**config.mk**
```make
export PLATFORM = sky130hd
export DESIGN_NAME = bic_queue
export DESIGN_NICKNAME = d
export VERILOG_FILES = /design/src/rtl/bic_pkg.sv /design/src/rtl/bic_queue.sv
export SDC_FILE = /design/constraint.sdc
export NUM_CORES = 1
export LEC_CHECK = 0
export BUFFER_PORTS_ARGS = -buffer_cell sky130_fd_sc_hd__buf_2
export CORE_UTILIZATION = 55
export CTS_CLUSTER_DIAMETER = 150
export DETAILED_ROUTE_END_ITERATION = 8
export PLACE_DENSITY = 0.85
export SETUP_SLACK_MARGIN = 0.5
export SLEW_MARGIN = 25
export SYNTH_ARGS = -nofsm -noshare
export SYNTH_HDL_FRONTEND = slang
export SYNTH_SLANG_ARGS = --single-unit
```
**constraint.sdc**
```tcl
create_clock -name clock -period 18 [get_ports clock]
set_input_delay 0 -clock clock [delete_from_list [all_inputs] [get_ports clock]]
set_output_delay 0 -clock clock [all_outputs]
set_load 0.03 [all_outputs]
```
**src/rtl/bic_pkg.sv**
```systemverilog
`default_nettype none

package bic_pkg;

   // Fixed field widths
   localparam int SAMPLE_W = 32;
   localparam int COORD_W  = 32;
   localparam int DIFF_W   = COORD_W + 1;   // signed coordinate difference
   localparam int MAG_W    = COORD_W + 1;   // magnitude of a difference

   // Coordinate format and longitude wrap limits
   localparam int COORD_FRAC_BITS = 20;
   localparam int WRAP_W          = MAG_W + 2;
   localparam logic [WRAP_W-1:0] DEG180 = WRAP_W'(180) << COORD_FRAC_BITS;
   localparam logic [WRAP_W-1:0] DEG360 = WRAP_W'(360) << COORD_FRAC_BITS;

   // Near-zero divisor limits: 1e-9 degree and 1e-9 square degree, rounded up
   localparam longint unsigned TINY_LIN_L =
      ((64'd1 << COORD_FRAC_BITS) + 64'd999999999) / 64'd1000000000;
   localparam longint unsigned TINY_SQ_L =
      ((64'd1 << (2 * COORD_FRAC_BITS)) + 64'd999999999) / 64'd1000000000;
   localparam logic [MAG_W-1:0] TINY_LIN = MAG_W'(TINY_LIN_L);
   localparam logic [63:0]      TINY_SQ  = 64'(TINY_SQ_L);

   // Ratio format: 22 fraction bits, saturated to +-8.0
   localparam int RATIO_FRAC = 22;
   localparam int QUO_W      = RATIO_FRAC + 4;          // holds 8.0
   localparam logic [QUO_W-1:0] RATIO_MAX = QUO_W'(8) << RATIO_FRAC;
   localparam int RATIO_W    = QUO_W + 1;               // signed ratio
   localparam int DIV_LAT    = QUO_W + 1;               // setup stage + one per bit

   // Queue between front and back
   localparam int QUEUE_DEPTH = 4;

   // Configuration register indexes
   localparam int CSR_IDX_W = 1;
   localparam logic [CSR_IDX_W-1:0] CSR_VALID_LOW  = 1'd0;
   localparam logic [CSR_IDX_W-1:0] CSR_VALID_HIGH = 1'd1;

   // Classified item handed from front to back
   typedef struct packed {
      logic                       bypass;   // result is g0 as is
      logic                       flag;     // all four corners bad
      logic signed [SAMPLE_W-1:0] g0;
      logic signed [SAMPLE_W-1:0] g1;
      logic signed [SAMPLE_W-1:0] g2;
      logic signed [SAMPLE_W-1:0] g3;
      logic [MAG_W-1:0]           x_num;
      logic [MAG_W-1:0]           x_den;
      logic [MAG_W-1:0]           y_num;
      logic [MAG_W-1:0]           y_den;
      logic                       x_neg;    // sign of u
      logic                       y_neg;    // sign of v
   } bic_item_type;

   // Per-item data carried alongside the dividers
   typedef struct packed {
      logic                         bypass;
      logic                         flag;
      logic signed [SAMPLE_W-1:0]   g0;
      logic signed [SAMPLE_W:0]     d30;    // g3 - g0
      logic signed [SAMPLE_W:0]     d10;    // g1 - g0
      logic signed [SAMPLE_W+1:0]   gs;     // g0 - g1 + g2 - g3
      logic                         use_u;
      logic                         use_v;
      logic                         nz_xy;  // both spans nonzero
      logic                         big;    // a span at or above 2^31
      logic [30:0]                  x_lo;
      logic [30:0]                  y_lo;
      logic                         x_neg;
      logic                         y_neg;
   } bic_bk_type;

   function automatic logic [MAG_W-1:0] mag33(input logic signed [DIFF_W-1:0] x);
      return x[DIFF_W-1] ? MAG_W'(-x) : MAG_W'(x);
   endfunction

   // Longitude span magnitude folded past 180 degrees
   function automatic logic [MAG_W-1:0] wrap_mag(input logic [MAG_W-1:0] m);
      logic signed [WRAP_W-1:0] r;
      r = $signed(DEG360) - $signed(WRAP_W'(m));
      if (WRAP_W'(m) > DEG180)
         return r[WRAP_W-1] ? MAG_W'(-r) : MAG_W'(r);
      return m;
   endfunction

   // Mean of two samples, ties away from zero
   function automatic logic signed [SAMPLE_W-1:0] mean2(input logic signed [SAMPLE_W-1:0] a,
                                                        input logic signed [SAMPLE_W-1:0] b);
      logic signed [SAMPLE_W:0] s;
      logic [SAMPLE_W:0]        m;
      s = (SAMPLE_W+1)'(a) + (SAMPLE_W+1)'(b);
      m = s[SAMPLE_W] ? (SAMPLE_W+1)'(-s) : (SAMPLE_W+1)'(s);
      m = (m + (SAMPLE_W+1)'(1)) >> 1;
      return s[SAMPLE_W] ? SAMPLE_W'(-$signed(m)) : SAMPLE_W'(m);
   endfunction

   // Drop RATIO_FRAC fraction bits, ties away from zero; |x| < 2^62
   function automatic logic signed [63:0] rnd_frac(input logic signed [63:0] x);
      logic [63:0] m;
      m = x[63] ? 64'(-x) : 64'(x);
      m = (m + (64'd1 << (RATIO_FRAC - 1))) >> RATIO_FRAC;
      return x[63] ? -$signed(m) : $signed(m);
   endfunction

endpackage

`default_nettype wire

```
**src/rtl/bic_queue.sv**
```systemverilog
`default_nettype none

module bic_queue import bic_pkg::*; (
   input  wire logic         clock,
   input  wire logic         reset,
   input  wire logic         push,
   input  wire bic_item_type push_item,
   output logic              full,
   input  wire logic         pop,
   output logic              empty,
   output bic_item_type      head
);

   localparam int PTR_W = $clog2(QUEUE_DEPTH);
   localparam int CNT_W = $clog2(QUEUE_DEPTH + 1);

   bic_item_type     mem_ff [0:QUEUE_DEPTH-1];
   logic [PTR_W-1:0] wr_ptr_ff, rd_ptr_ff;
   logic [CNT_W-1:0] count_ff;

   assign full  = count_ff == CNT_W'(QUEUE_DEPTH);
   assign empty = count_ff == '0;
   assign head  = mem_ff[rd_ptr_ff];

   // Storage
   always_ff @(posedge clock) begin
      if (push) begin
         mem_ff[wr_ptr_ff] <= push_item;
      end
   end

   // Pointers and fill count
   always_ff @(posedge clock) begin
      if (reset) begin
         wr_ptr_ff <= '0;
         rd_ptr_ff <= '0;
         count_ff  <= '0;
      end else begin
         if (push) wr_ptr_ff <= wr_ptr_ff + PTR_W'(1);
         if (pop)  rd_ptr_ff <= rd_ptr_ff + PTR_W'(1);
         count_ff <= count_ff + CNT_W'(push) - CNT_W'(pop);
      end
   end

   a_no_overflow : assert property (@(posedge clock) disable iff (reset) !(push && full))
      else $error("queue push while full");
   a_no_underflow : assert property (@(posedge clock) disable iff (reset) !(pop && empty))
      else $error("queue pop while empty");
   a_count_range : assert property (@(posedge clock) disable iff (reset)
      count_ff <= CNT_W'(QUEUE_DEPTH))
      else $error("queue count out of range");

endmodule

`default_nettype wire

```
=== After elaboration in Yosys (flattened, before gate mapping) ===
Memories as Yosys holds them, arrays and structs flattened. A register that Yosys moved wholly into a read port is not among the register bits.
Cells that the tools add are included.

* Bits in registers: 7
* Bits in writable memories: 1056
* Input bits: 268
* Output and inout port bits: 266
* Logic and storage cells: 14
* Memories kept: 1

{| class="wikitable"
|+ Memory list
! name !! words !! bits a word !! read ports !! clocked after Yosys merged registers in !! write ports !! line !! RTL
|-
| mem_ff || 4 || 264 || 1 || 1 || 1 || bic_queue.sv:17 || <nowiki>bic_item_type mem_ff [0:QUEUE_DEPTH-1];</nowiki>
|}

* Add/subtract/negate cells: 4
* Equality and inequality tests: 1
* Mux-type cells: 4
* Reduce and logical (&&, ||, !) cells: 1

{| class="wikitable"
|+ Operators with widths
! operator !! number
|-
| $add 2x1->2 const B || 2
|-
| $mux 2 || 2
|-
| $add 3x1->3 || 1
|-
| $eq 3x3->1 const B || 1
|-
| $logic_not 3->1 || 1
|-
| $sub 3x1->3 || 1
|-
| $mux 1 || 2
|}

=== Longest topological paths before layout ===
* Depth after elaboration: 3
* Gate-level depth with buffers: 7
* Mapped depth without buffers: 7

=== Worst setup path after synthesis ===
Ideal clock, no wire load.

* Path kind: reg2reg
* Start point: register wr_ptr_ff[0]
* End point: memory mem_ff[0][0] (netlist bit), enable pin
* Library setup time: 0.657 ns
* Arrival: 6.524 ns
* Data required time: 17.343 ns
* Slack: 10.819 ns
* Cell stages (with the launch flop): 4
* Buffers on the path: 0
* Clock period less this slack: 7.181 ns
* Cells stage by stage: dfxtp_1 > inv_1 > ha_1 > and2_1

{| class="wikitable"
|+ RTL lines
! what !! line !! RTL
|-
| start: declaration || bic_queue.sv:18 || <nowiki>logic [PTR_W-1:0] wr_ptr_ff, rd_ptr_ff;</nowiki>
|-
| start signal: assignment || bic_queue.sv:39 || <nowiki>if (push) wr_ptr_ff <= wr_ptr_ff + PTR_W'(1);</nowiki>
|-
| end: declaration || bic_queue.sv:17 ||
|}

Straight into the memory's write port.

==> flow_summary.yaml <==
drt:
  drcViolationCount: 0
  avgRoutedWirePerCell_um: 28.1
  dr.pass1.iters: 5
  vias: 19463
  antenna_left: 0
  viasPerCell: 5.86
  drt_iter0_markers: 2152
  routed_wl_um: 93400
timing:
  rsz0062_at_grt: "false"
  post-route-period-util: 0.276
  worstMarginPinSlew_ns: 1.24
  slew_viol_final: 0
  tns_ns: 0
  fin_crit_ns: 4.97
  finalHoldViolCount: 0
  max_freq_mhz: 201
  final-setup-viol-count: 0
  fin_skew_ns: 0.0488
  hold_ws_ns: 0.0889
  slew_headroom: 0.174
clock_tree:
  cts-buffers-inserted: 101
  clock_path_buffers: 3
  cts_setup_buffers: 0
  clk_latency_ns: 0.66
  path_clk_slew_ns: 0.07
  clockRootBuffer: "clkbuf_16"
  cts_tree: "done"
  ctsResizeCount: 0
  holdBufCountCts: 267
  clkSinkCount: 1065
  h-tree-depth: 3
setup_path:
  worstSetupStartpointType: "flop"
  crit_arrival_ns: 4.97
  reg2reg_depth: 5
  critical_path_required_ns: 18.00
  crit_type: "flop to primary output"
  path_max_fanout: 46
  critPathCaptureType: "primary output"
placed_design:
  port_buffers: 533
  gp_congestion: 0.805
  placed_cells: 2855
  place_hpwl_um: 47300
pwr:
  p_per_area_nw_per_um2: 119
  p_leak_nw: 16.3
  peakVddDrop_mv: 0.142
  total_power_mw: 5.74
layout:
  area_growth_pct: 24.1
  nFillCells: 3992
  layout.nets: 2560
  layout_commonest_cell: "edfxtp_1"
  drive_gt1_frac: 0.409
  layout_common_cells: "edfxtp_1, buf_2, dlygate4sd3_1"
  stdcell_count: 3321
  seqCellArea_um2: 31900
  multi_input_area_um2: 6190
floorplan:
  die_w_um: 268
  rows: 97
  die-area_um2: 71700
  start_util: 0.555
  top_level_ports: 534
  die_h_um: 268
  core_area_um2: 69900
logic_synthesis:
  synth_area_um2: 38800
  syn_nets: 1696
  synth_cells: 1421
  ys_seq_elements: 1065
  synth-seq-area-share: 0.821
  synth_cell_types: 21
  yosys_warnings: 0
  synth_area_per_cell_um2: 27.3
global_route:
  grtUsageTotal: 0.259
  grt_pass1_vias: 20713
  grt-ovfl-total: 0
  grt_pass1_wl_um: 134000
  grt_max_degree: 142
  antenna_found_initial: 9
job:
  maxCapViolations: 0
run_status:
  status: "complete, no violations"
min_path:
  hold_path_depth: 2
  hold_class: "primary input to flop"
routing by layer:
metal / track usage / vias up / routed length (um)
met3: 0.0651 / 217 / 8850
met5: 0 / - / 10
li1: - / 7928 / -
met1: 0.311 / 10026 / 32100
met4: 0.103 / 2 / 3090
met2: 0.451 / 1290 / 49400
worst max-delay path, cell delays in order (launching register included):
cell and delay, ns:
dfxtp_4 0.95, buf_4 0.84, buf_4 0.73, buf_4 0.78, mux4_2 0.65, buf_2 0.21
path summary, 6_finish.rpt:
kind | startpoint | end | slack (ns)
max | flop | head[217] | 13.03
min | push_item[67] | mem_ff[3][67]$_DFFE_PP_ | 0.09
max reg2reg | wr_ptr_ff[0]$_SDFFE_PP0P_ | mem_ff[0][41]$_DFFE_PP_ | 14.40
min reg2reg | rd_ptr_ff[0]$_SDFFE_PP0P_ | flop | 0.62
sequential cells by signal, summed over array words and instances, names as in the netlist, named ones only:
| signal | cells |
|---|---|
| rd_ptr_ff | 2 |
| wr_ptr_ff | 2 |
| count_ff | 3 |
| mem_ff | 1056 |
cell families (layout without fill, tap and decap cells):
group                    Yosys count  in the layout  synth area share
AO/OA/AOI/OAI                      2              2          0.000387
XOR/XNOR                           3              3           0.00106
adder cells (fa/ha/maj)            7              7           0.00245
buffers and inverters             65           1013            0.0195
flip-flops                      1065           1065             0.821
multiplexers                     265            265             0.153
other                              0             12                 0
AND/OR/NAND/NOR                   14             14           0.00193
synthesized netlist by cell type:
master	n	area, um^2
nor3_1	1	5.00
a21bo_2	1	10.0
buf_6	1	11.3
nor2b_1	2	12.5
xor3_1	1	23.8
mux4_2	264	5950
ha_1	6	75.1
fa_1	1	20.0
and2_1	4	25.0
buf_2	26	130
xnor2_1	2	17.5
a21oi_1	1	5.00
dfxtp_1	9	180
inv_1	6	22.5
and3_1	1	6.26
nand3b_1	1	7.51
edfxtp_1	1056	31700
buf_12	29	581
clkbuf_1	3	11.3
nor2_1	5	18.8
mux2i_1	1	10.0
power by group:
group / switching (mW) / leakage (nW) / internal [mW] / total, mW
sequential: 0.0454 / 9.77 / 2.85 / 2.90
combinational: 0.443 / 4.91 / 0.261 / 0.704
clock: 0.932 / 1.61 / 1.21 / 2.14
through the flow:
step / util / setup slack, ns / cell area [um^2]
after floorplan: - / 10.82 / 38800
after global placement: 0.603 / 13.66 / 42100
after detailed placement: 0.603 / 13.56 / 42200
after CTS: 0.689 / 12.82 / 48200
after global routing: 0.689 / 12.52 / 48200
final: 0.689 / 13.03 / 48200
layout make-up:
type / instances / share of cell area
flip-flops and latches: 1065 / 0.662
multi-input cells: 291 / 0.128
repair buffers: 820 / 0.115
clock buffers: 126 / 0.0548
well taps: 940 / 0.0244
diodes: 12 / 0.000623
inverters: 6 / 0.000467
clock inverters: 61 / 0.0143
Power figures use the tool's default switching activity.
